`src/sv/mes_pkg.sv`:
```
// Shared types, constants and the frequency-number table for the note-event sequencer.
// No dependencies; mes_evt, the top level and the checker refer to it by scoped names.
package mes_pkg;

  // Table depth is a power of two: load slots wrap by truncation; the read index wraps by an explicit compare.
  localparam int TableDepth       = 128;
  localparam int MaxEventsPerTick = 32;
  localparam int IdxW             = $clog2(TableDepth);
  localparam int PlayCntW         = $clog2(MaxEventsPerTick + 1);

  localparam logic [15:0] EndTick  = 16'hFFFF;
  localparam logic [7:0]  BaseFnum = 8'hA0;
  localparam logic [7:0]  BaseKey  = 8'hB0;
  localparam logic [7:0]  KeyOnBit = 8'h20;
  localparam logic [7:0]  NumNotes = 8'd12;

  typedef enum logic [1:0] {
    CMD_LOAD    = 2'd0,
    CMD_TICK    = 2'd1,
    CMD_RESTART = 2'd2
  } cmd_e;

  typedef enum logic [2:0] {
    ST_IDLE,
    ST_READ,
    ST_CHECK,
    ST_WR_A,
    ST_WR_B,
    ST_FLUSH
  } state_e;

  typedef struct packed {
    logic [15:0] tick;
    logic [3:0]  channel;
    logic [7:0]  note;
    logic [2:0]  octave;
  } entry_t;

  // Decoded view of one table entry against the current play tick.
  typedef struct packed {
    logic       due;
    logic       sentinel;
    logic       key_on;
    logic [7:0] a_addr;
    logic [7:0] a_value;
    logic [7:0] b_addr;
    logic [7:0] b_value;
  } evt_t;

  function automatic logic [9:0] freq_number(input logic [3:0] semitone);
    logic [9:0] fn;
    case (semitone)
      4'd0:    fn = 10'h157;
      4'd1:    fn = 10'h16B;
      4'd2:    fn = 10'h181;
      4'd3:    fn = 10'h198;
      4'd4:    fn = 10'h1B0;
      4'd5:    fn = 10'h1CA;
      4'd6:    fn = 10'h1E5;
      4'd7:    fn = 10'h202;
      4'd8:    fn = 10'h220;
      4'd9:    fn = 10'h241;
      4'd10:   fn = 10'h263;
      4'd11:   fn = 10'h287;
      default: fn = 10'h000;
    endcase
    return fn;
  endfunction

endpackage

```
`src/sv/mes_ram.sv`:
```
// Generic single-write, single-read RAM with registered read data.
// No dependencies.
module mes_ram #(
  parameter int Width = 31,
  parameter int Depth = 128
) (
  input  logic                     clk_i,
  input  logic                     we_i,
  input  logic [$clog2(Depth)-1:0] waddr_i,
  input  logic [Width-1:0]         wdata_i,
  input  logic [$clog2(Depth)-1:0] raddr_i,
  output logic [Width-1:0]         rdata_o
);

  logic [Width-1:0] mem_q [Depth];
  logic [Width-1:0] rdata_q;

  always_ff @(posedge clk_i) begin
    if (we_i) begin
      mem_q[waddr_i] <= wdata_i;
    end
    rdata_q <= mem_q[raddr_i];
  end

  assign rdata_o = rdata_q;

endmodule

```
`src/sv/mes_evt.sv`:
```
// Event decoder: due/sentinel compare against the play tick and the two register writes.
// Depends on mes_pkg.
module mes_evt (
  input  mes_pkg::entry_t entry_i,
  input  logic [15:0]     play_tick_i,
  output mes_pkg::evt_t   evt_o
);

  logic [9:0] fn;

  assign fn = mes_pkg::freq_number(entry_i.note[3:0]);

  always_comb begin
    evt_o.sentinel = (entry_i.tick == mes_pkg::EndTick);
    evt_o.due      = !evt_o.sentinel && (entry_i.tick <= play_tick_i);
    evt_o.key_on   = (entry_i.note < mes_pkg::NumNotes);
    evt_o.a_addr   = mes_pkg::BaseFnum + {4'd0, entry_i.channel};
    evt_o.a_value  = fn[7:0];
    evt_o.b_addr   = mes_pkg::BaseKey + {4'd0, entry_i.channel};
    // Note-off (and any out-of-range note) clears the key-on byte.
    evt_o.b_value  = evt_o.key_on ?
                     (mes_pkg::KeyOnBit | {3'd0, entry_i.octave, fn[9:8]}) : 8'd0;
  end

endmodule

```
`src/sv/music_event_sequencer_core.sv`:
```
// Note-event sequencer top level. Load and restart transactions are taken while idle and start no walk.
// A tick transaction walks up to 32 due events: per event a RAM read, a compare and one write
// (note-off) or two (key-on) through the hold register, then a check of the stopping entry and
// the release of the last write before ready returns; output back-pressure stalls the writes.
// Reset (rst_ni low, asynchronous) clears the read index, the play tick and all control.
module music_event_sequencer_core (
  input  logic        clk_i,
  input  logic        rst_ni,
  input  logic        in_valid_i,
  output logic        in_ready_o,
  input  logic [1:0]  cmd_i,
  input  logic [6:0]  entry_index_i,
  input  logic [15:0] event_tick_i,
  input  logic [3:0]  event_channel_i,
  input  logic [7:0]  event_note_i,
  input  logic [2:0]  event_octave_i,
  output logic        out_valid_o,
  input  logic        out_ready_i,
  output logic [7:0]  reg_addr_o,
  output logic [7:0]  reg_value_o,
  output logic        last_o
);

  localparam int IdxW = mes_pkg::IdxW;
  localparam int CntW = mes_pkg::PlayCntW;

  mes_pkg::state_e state_q, state_d;
  logic [IdxW-1:0] idx_q, idx_d;
  logic [15:0]     tick_q, tick_d;
  logic [CntW-1:0] played_q, played_d;

  // One-deep hold for the newest write: its last flag is known only once the walk
  // decides whether another write follows.
  logic       pend_valid_q, pend_valid_d;
  logic [7:0] pend_addr_q, pend_addr_d;
  logic [7:0] pend_value_q, pend_value_d;

  // Output register toward the consumer.
  logic       ovalid_q, ovalid_d;
  logic [7:0] oaddr_q, oaddr_d;
  logic [7:0] ovalue_q, ovalue_d;
  logic       olast_q, olast_d;

  logic       ram_we;
  logic [IdxW-1:0] load_slot;
  mes_pkg::entry_t wr_entry, rd_entry;
  mes_pkg::evt_t   evt;

  logic       can_push;
  logic       push;
  logic       flush;
  logic [7:0] push_addr;
  logic [7:0] push_value;

  // Slot wraps modulo the table depth.
  assign load_slot = IdxW'(entry_index_i);

  assign wr_entry.tick    = event_tick_i;
  assign wr_entry.channel = event_channel_i;
  assign wr_entry.note    = event_note_i;
  assign wr_entry.octave  = event_octave_i;

  mes_ram #(
    .Width ($bits(mes_pkg::entry_t)),
    .Depth (mes_pkg::TableDepth)
  ) u_table (
    .clk_i   (clk_i),
    .we_i    (ram_we),
    .waddr_i (load_slot),
    .wdata_i (wr_entry),
    .raddr_i (idx_q),
    .rdata_o (rd_entry)
  );

  // Shared compare and formatting unit, reused once per walked event.
  mes_evt u_evt (
    .entry_i     (rd_entry),
    .play_tick_i (tick_q),
    .evt_o       (evt)
  );

  assign can_push = !ovalid_q || out_ready_i;

  // Sequencer: next state and counters.
  always_comb begin
    state_d    = state_q;
    idx_d      = idx_q;
    tick_d     = tick_q;
    played_d   = played_q;
    ram_we     = 1'b0;
    push       = 1'b0;
    flush      = 1'b0;
    push_addr  = evt.b_addr;
    push_value = evt.b_value;

    case (state_q)
      mes_pkg::ST_IDLE: begin
        if (in_valid_i) begin
          case (cmd_i)
            mes_pkg::CMD_LOAD: begin
              ram_we = 1'b1;
            end
            mes_pkg::CMD_TICK: begin
              played_d = '0;
              state_d  = mes_pkg::ST_READ;
            end
            mes_pkg::CMD_RESTART: begin
              idx_d  = '0;
              tick_d = '0;
            end
            default: begin
              // Unused command: drop it.
            end
          endcase
        end
      end
      mes_pkg::ST_READ: begin
        // RAM read of idx_q lands next cycle.
        state_d = mes_pkg::ST_CHECK;
      end
      mes_pkg::ST_CHECK: begin
        if (played_q == CntW'(mes_pkg::MaxEventsPerTick) || !evt.due) begin
          // Walk ends; the entry at idx_q decides wrap or advance.
          if (evt.sentinel) begin
            idx_d  = '0;
            tick_d = '0;
          end else begin
            tick_d = tick_q + 16'd1;
          end
          state_d = mes_pkg::ST_FLUSH;
        end else if (evt.key_on) begin
          state_d = mes_pkg::ST_WR_A;
        end else begin
          state_d = mes_pkg::ST_WR_B;
        end
      end
      mes_pkg::ST_WR_A: begin
        if (can_push) begin
          push       = 1'b1;
          push_addr  = evt.a_addr;
          push_value = evt.a_value;
          state_d    = mes_pkg::ST_WR_B;
        end
      end
      mes_pkg::ST_WR_B: begin
        if (can_push) begin
          push     = 1'b1;
          idx_d    = (idx_q == IdxW'(mes_pkg::TableDepth - 1)) ? '0 : idx_q + IdxW'(1);
          played_d = played_q + CntW'(1);
          state_d  = mes_pkg::ST_READ;
        end
      end
      mes_pkg::ST_FLUSH: begin
        // Release the held write as the last one of this tick.
        if (!pend_valid_q) begin
          state_d = mes_pkg::ST_IDLE;
        end else if (can_push) begin
          flush   = 1'b1;
          state_d = mes_pkg::ST_IDLE;
        end
      end
      default: begin
        state_d = mes_pkg::ST_IDLE;
      end
    endcase
  end

  // Hold register and output register.
  always_comb begin
    pend_valid_d = pend_valid_q;
    pend_addr_d  = pend_addr_q;
    pend_value_d = pend_value_q;
    ovalid_d     = ovalid_q && !out_ready_i;
    oaddr_d      = oaddr_q;
    ovalue_d     = ovalue_q;
    olast_d      = olast_q;

    // Advance the held write to the output whenever a newer one arrives or on flush.
    if ((push && pend_valid_q) || flush) begin
      ovalid_d = 1'b1;
      oaddr_d  = pend_addr_q;
      ovalue_d = pend_value_q;
      olast_d  = flush;
    end
    if (push) begin
      pend_valid_d = 1'b1;
      pend_addr_d  = push_addr;
      pend_value_d = push_value;
    end else if (flush) begin
      pend_valid_d = 1'b0;
    end
  end

  always_ff @(posedge clk_i or negedge rst_ni) begin
    if (!rst_ni) begin
      state_q      <= mes_pkg::ST_IDLE;
      idx_q        <= '0;
      tick_q       <= '0;
      played_q     <= '0;
      pend_valid_q <= 1'b0;
      ovalid_q     <= 1'b0;
    end else begin
      state_q      <= state_d;
      idx_q        <= idx_d;
      tick_q       <= tick_d;
      played_q     <= played_d;
      pend_valid_q <= pend_valid_d;
      ovalid_q     <= ovalid_d;
    end
  end

  always_ff @(posedge clk_i) begin
    pend_addr_q  <= pend_addr_d;
    pend_value_q <= pend_value_d;
    oaddr_q      <= oaddr_d;
    ovalue_q     <= ovalue_d;
    olast_q      <= olast_d;
  end

  assign in_ready_o  = (state_q == mes_pkg::ST_IDLE);
  assign out_valid_o = ovalid_q;
  assign reg_addr_o  = oaddr_q;
  assign reg_value_o = ovalue_q;
  assign last_o      = olast_q;

endmodule

```
`config.mk`:
```
export PLATFORM = sky130hd
export DESIGN_NAME = music_event_sequencer_core
export DESIGN_NICKNAME = d
export VERILOG_FILES = /design/src/sv/mes_pkg.sv /design/src/sv/mes_ram.sv /design/src/sv/mes_evt.sv /design/src/sv/music_event_sequencer_core.sv
export SDC_FILE = /design/constraint.sdc
export NUM_CORES = 2
export LEC_CHECK = 0
export BUFFER_PORTS_ARGS = -buffer_cell sky130_fd_sc_hd__buf_2
export CAP_MARGIN = 20
export CORE_MARGIN = 2
export CORE_UTILIZATION = 60
export DETAILED_ROUTE_END_ITERATION = 8
export PLACE_DENSITY = 0.77
export SLEW_MARGIN = 20
export SYNTH_ARGS = -nofsm -noshare
export SYNTH_HDL_FRONTEND = slang
export SYNTH_MEMORY_MAX_BITS = 65536
export SYNTH_SLANG_ARGS = --single-unit
```
`constraint.sdc`:
```
create_clock -name clk_i -period 4.4 [get_ports clk_i]
set_input_delay 0.44 -clock clk_i [delete_from_list [all_inputs] [get_ports clk_i]]
set_output_delay 0.44 -clock clk_i [all_outputs]
set_load 0.05 [all_outputs]
```
; Yosys cells after proc, flatten, opt, wreduce, memory -nomap -nowiden
; Memories as Yosys holds them, arrays and structs flattened. A register that Yosys moved wholly into a read port is not among the register bits.
; Index checks and enable logic that the tools add are counted.
[totals]
elab_cells = 101
mem_bits_rw = 3968
rom_bits = 160
inputBits = 44
register_bits = 67
out_inout_bits = 19
mem_count = 2
[memory_table]
columns = name, depth, word_bits, rd, rd_ports_with_merged_regs, wr, line_no
row1 = u_table.mem_q, 128, 31, 1, 1, 1, mes_ram.sv:15  ; logic [Width-1:0] mem_q [Depth];
row2 = (name not given), 16, 10, 1, 0, 0, mes_pkg.sv:52  ; case (semitone)
[op_classes]
n_mux = 42
eq_ne = 18
add_sub_neg = 5
order_cmp = 2
reduce_logical = 21
[ops]
columns = cell, count
row1 = 16-bit 2-to-1 mux, 4
row2 = 7-bit 2-to-1 mux, 6
row3 = 8-bit 2-to-1 mux, 4
row4 = 16-bit case mux with 2 select lines, 1
row5 = 3-bit 2-to-1 mux, 8
row6 = 6-bit 2-to-1 mux, 4
row7 = 7-bit case mux with 3 select lines, 1
row8 = 3-bit case mux with 6 select lines, 1
row9 = 16-bit by 1-bit adder with 16-bit output (second input constant), 1
row10 = 8-bit by 4-bit adder with 8-bit output (first input constant), 2
row11 = 16-bit == test (second input constant), 1
row12 = 16-bit <= comparator, 1
row13 = 1-bit 2-to-1 mux, 12
row14 = 6-bit case mux with 2 select lines, 1
row15 = 2-bit inequality test (second input constant), 5
row16 = 8-bit by 4-bit < comparator with 1-bit output (second input constant), 1
row17 = 4-bit AND reduction, 2
row18 = 7-bit by 1-bit adder with 7-bit output (second input constant), 1
row19 = 7-bit == test (second input constant), 1
row20 = 6-bit by 1-bit adder with 6-bit output (second input constant), 1
row21 = 3-bit by 2-bit == test with 1-bit output (second input constant), 2
row22 = 3-bit == test (second input constant), 2
row23 = 6-bit == test (second input constant), 1
row24 = 6-bit AND reduction, 1
row25 = other kinds (14), 24

; Depth between registers and ports, before layout
[depth]
ltp_word = 7
ltp_mapped = 11
mapped_depth_nobuf = 8

; Modules after synthesis
; From an unflattened synthesis, not the netlist that was laid out.
[unflattened]
hier_cells = 6210
area_unflattened_um2 = 155456.6
[modules_own_cells]
columns = module, area_per_inst_um2, cells_each, instances, seq_area_each_um2
row1 = mes_ram, 151406.5, 5808, 1, 119774.9
row2 = music_event_sequencer_core, 3174.3, 276, 1, 1841.8
row3 = mes_evt, 875.8, 126, 1, 0.0

; Least setup slack after synthesis
; No wires, ideal clock.
[synth_path]
path_type = register to register
from = register state_q[0]
to = memory u_table.mem_q[127][0], enable pin
period_less_slack_ps = 4332
path_stages_with_launch = 7
required_time_ps = 3981
setup_slack_ps = 68
t_arrival_ps = 3913
setup_ps = 419
path_buffers = 1
path_cell_list = dfrtp_1 > nor3_1 > nand2_1 > nor3b_1 > nand3_1 > clkbuf_1 > nor2_1
[synth_between]
elab_chain_cells = 4
[synth_rtl]
columns = item, line_no
row1 = "start, declared", music_event_sequencer_core.sv:27  ; mes_pkg::state_e state_q, state_d;
row2 = "start signal, assigned", music_event_sequencer_core.sv:196  ; state_q <= mes_pkg::ST_IDLE;
row3 = "start signal, assigned", music_event_sequencer_core.sv:203  ; state_q <= state_d;
row4 = 3-bit logical NOT, --
row5 = named net in_ready_o, music_event_sequencer_core.sv:10  ; output logic in_ready_o,
row6 = 1-bit 2-to-1 mux, music_event_sequencer_core.sv:96  ; case (state_q)
row7 = 1-bit 2-to-1 mux, mes_ram.sv:19  ; if (we_i) begin
row8 = 1-bit 2-to-1 mux (not written as such), mes_ram.sv:20  ; mem_q[waddr_i] <= wdata_i;
row9 = "end, declared", mes_ram.sv:15
; The timed path passes the listed nets, and every way through them passes these cells.

==> results.md <==
* CP arrival at 5.23 ns
* Rel. slew slack at about 18%
* Initial core utilization at 60.5%
* DIE AREA at 0.263 mm2
* Number of synthesized flops with an enable pin at between 3000 and 4000
* Avg Cell Area, Syn at roughly 24 um2
* Asr flop ratio synth at 0.837%
* Max incr delay on CP at 0.97 ns
* DP HPWL at 245 mm
* LEAKAGE at roughly 53 nW
* HP Start: out_ready_i
* Row count at 186
* Ports placed on the boundary at 63
* Crit. Startpoint: idx_q[0]
* Max VDD drop at 0.388 mV
* Final Hold Vio Count at 0
* TritonRoute pass-1 iters at 7
* CTS clock-pin slew for the worst setup and hold paths at about 0.06 ns
* Root Buffer: clkbuf_16
* Setup TNS at -0.0689 ns
* Pre-CTS WS at 0.173 ns
* Number of global-route vias before repair at around 79000
* Layout net count at between 7000 and 8000
* Crit Path Max Fanout at 21
* Worst skew pair latency at 0.94 ns
* Violation count after the first detailed-route iteration at 13508
* Primary FF master, synth: edfxtp_1
* GPL Wtd Cong at 0.945
* Synth warn at 0
* Vias per std cell at 7.33
* Total placed instance area at 0.165 mm2
* Slowest stage cell, crit path: dfrtp_4
* DP Cell Count at approximately 10000
* Min Tclk post-route at ~4.5 ns
* Worst hold path class: in2reg
* Wire length per cell at about 41 um
* Gr ovfl total at 0
* Period utilisation layout at 102%
* Fraction of layout cells with a size suffix above 1 at 30.7%
* Pwr dens at 514 mW/mm2
* Residual DRC at 0
* IO Port Bufs at 59
* Final Routed Wirelength at 443 mm
* Via count at 79734
* Mapped Cells at 6609
* H-tree Lvls at 5
* Commonest cells in the netlist: edfxtp_1, mux4_2, mux2i_1
* Crit-path cells: buf_12, buf_4, mux4_2, mux2i_1, o22ai_1, nor4_1, buf_4, o311ai_1
* Worst slew pin tran at 1.23 ns
* Max Transition Viols Final at 0
* Max-capacitance violation count at 0
* Outcome: complete, but fails checks
* Syn-to-layout area delta at 14.0%
* FMAX at 0.224 GHz
* Synth area leaders: edfxtp_1, mux4_2, mux2i_1
* GRT Overall Usage at 33.8%
* Setup CP Type: reg2reg
* Final Non-Filler Cells at 10885
* Cts hold-fix bufs at 3
* Die width at 513 um
* FF-to-FF Start: idx_q[0]
* Critical path's top delay family: multiplexers
* Die H at 513 um
* Post-synthesis cell area at 0.156 mm2
* RSZ-0062 raised after global routing: no
* Area leader, netlist: edfxtp_1
* CP bufs+invs at 3
* Global-route wire length before repair at approximately 620 mm
* Core region area at 0.257 mm2
* Clock buffer depth at 4
* Min setup slack post-route at -0.0689 ns
* CTS tree: done
* Final Cell Area at roughly 0.18 mm2
* Worst Path Required at 5.16 ns
* Worst clock skew at 0.0759 ns
* Initial antenna violation count at 31
* CP startpoint kind: flop
* Most used cell, CP: buf_4
* Post_cts resized at 0
* Power, Total at 91.1 mW
* Final setup fails at 1
* Top-count cell post-synth: edfxtp_1
* CTS Sinks at 4060
* Setup Fix Bufs, Post-CTS at 0
* Largest net degree at the start of global routing at 100
* Failing checks: setup timing
* Register area share after synthesis at 78.0%
* Reg2Reg Setup Slack at -0.07 ns
* Number of distinct library cells after synthesis at 66
* CTS Buf Count at between 300 and 400
* Yosys reg bits at between 4000 and 5000
* Yosys top cell area share at between 70% and 80%
* FILL cells at 14522
* Antenna Nets Post-Route at 0
* Crit. End Element: flop
[registers in the layout, summed over array words and instances (netlist names), 6 cells and up]
| name | cells |
|---|---|
| u_table.mem_q | 3968 |
| u_table.rdata_o | 31 |
| tick_q | 16 |
| pend_value_q | 8 |
| reg_value_o | 8 |
| idx_q | 7 |
| played_q | 6 |
[worst min-delay path, delay by kind of cell]
kind | cells | cell delay (ns)
buffers and inverters | 2 | 0.29
AND/OR/NAND/NOR | 2 | 0.18
[cells by family (layout without fill, tap and decap cells)]
logic type / after synthesis / after routing / synth area share (%)
compound gates: 353 / 353 / 1.55
xor+xnor: 5 / 5 / 0.0281
fa+ha+maj: 24 / 24 / 0.193
buf+inv: 364 / 1240 / 1.31
flops: 4060 / 4060 / 78.0
mux: 1329 / 1329 / 17.4
other cells: 2 / 18 / 0.00483
simple gates: 472 / 472 / 1.44
[per-layer routing]
layer / up-vias / share of wire, % / track usage [%]
li1: 29562 / - / -
met1: 41718 / 33 / 45.6
met2: 7221 / 48 / 52.5
met3: 1213 / 13 / 8.18
met4: 20 / 6.0 / 16.9
met5: - / 0.034 / 0
[layout make-up]
cell class	count	area, um2	share of cell area (%)
Multi-Input combinational cell	2186	33100	18.7
Antenna cell	15	37.5	0.0212
Inverter	28	105	0.0593
Tap cell	3384	4230	2.39
Timing Repair Buffer	501	6010	3.39
Clock inverter	216	1850	1.04
Sequential cell	4060	121000	68.5
Clock buffer	495	10500	5.91
[report_power, final]
part | total [mW] | switching [mW] | internal [mW] | leakage, nW
clock | 32.8 | 14.3 | 18.5 | 6.03
sequential | 43.3 | 0.542 | 42.8 | 36.6
combinational | 15.0 | 7.72 | 7.26 | 10.6
[placed cells by master, fill, tap and decap left out, types with 80 or more instances in the layout]
cell type	instances
nor2_4	128
buf_12	180
buf_4	282
o22ai_1	80
clkbuf_1	88
mux2i_1	217
clkbuf_16	404
clkinv_1	87
mux4_2	1104
edfxtp_1	3995
[stage by stage]
stage / utilization [%] / hold slack, ns
floorplan: - / 0.144
CTS: 68.8 / 0.00586
global placement: 64.0 / 0.411
detailed placement: 64.0 / 0.412
global route: 68.9 / 0.0518
finish: 68.9 / 0.0591
[path summary, 6_finish.rpt]
kind	end	cells past startpoint
worst max-delay path	u_table.rdata_o[27]	8
worst min-delay path	out_valid_o	4
worst max register to register	u_table.rdata_o[27]	8
worst min register to register	reg_value_o[2]	0
max in group asynchronous	idx_q[0]	2
min in group asynchronous	out_valid_o	2
No activity file was read; power rests on OpenSTA's default activity.
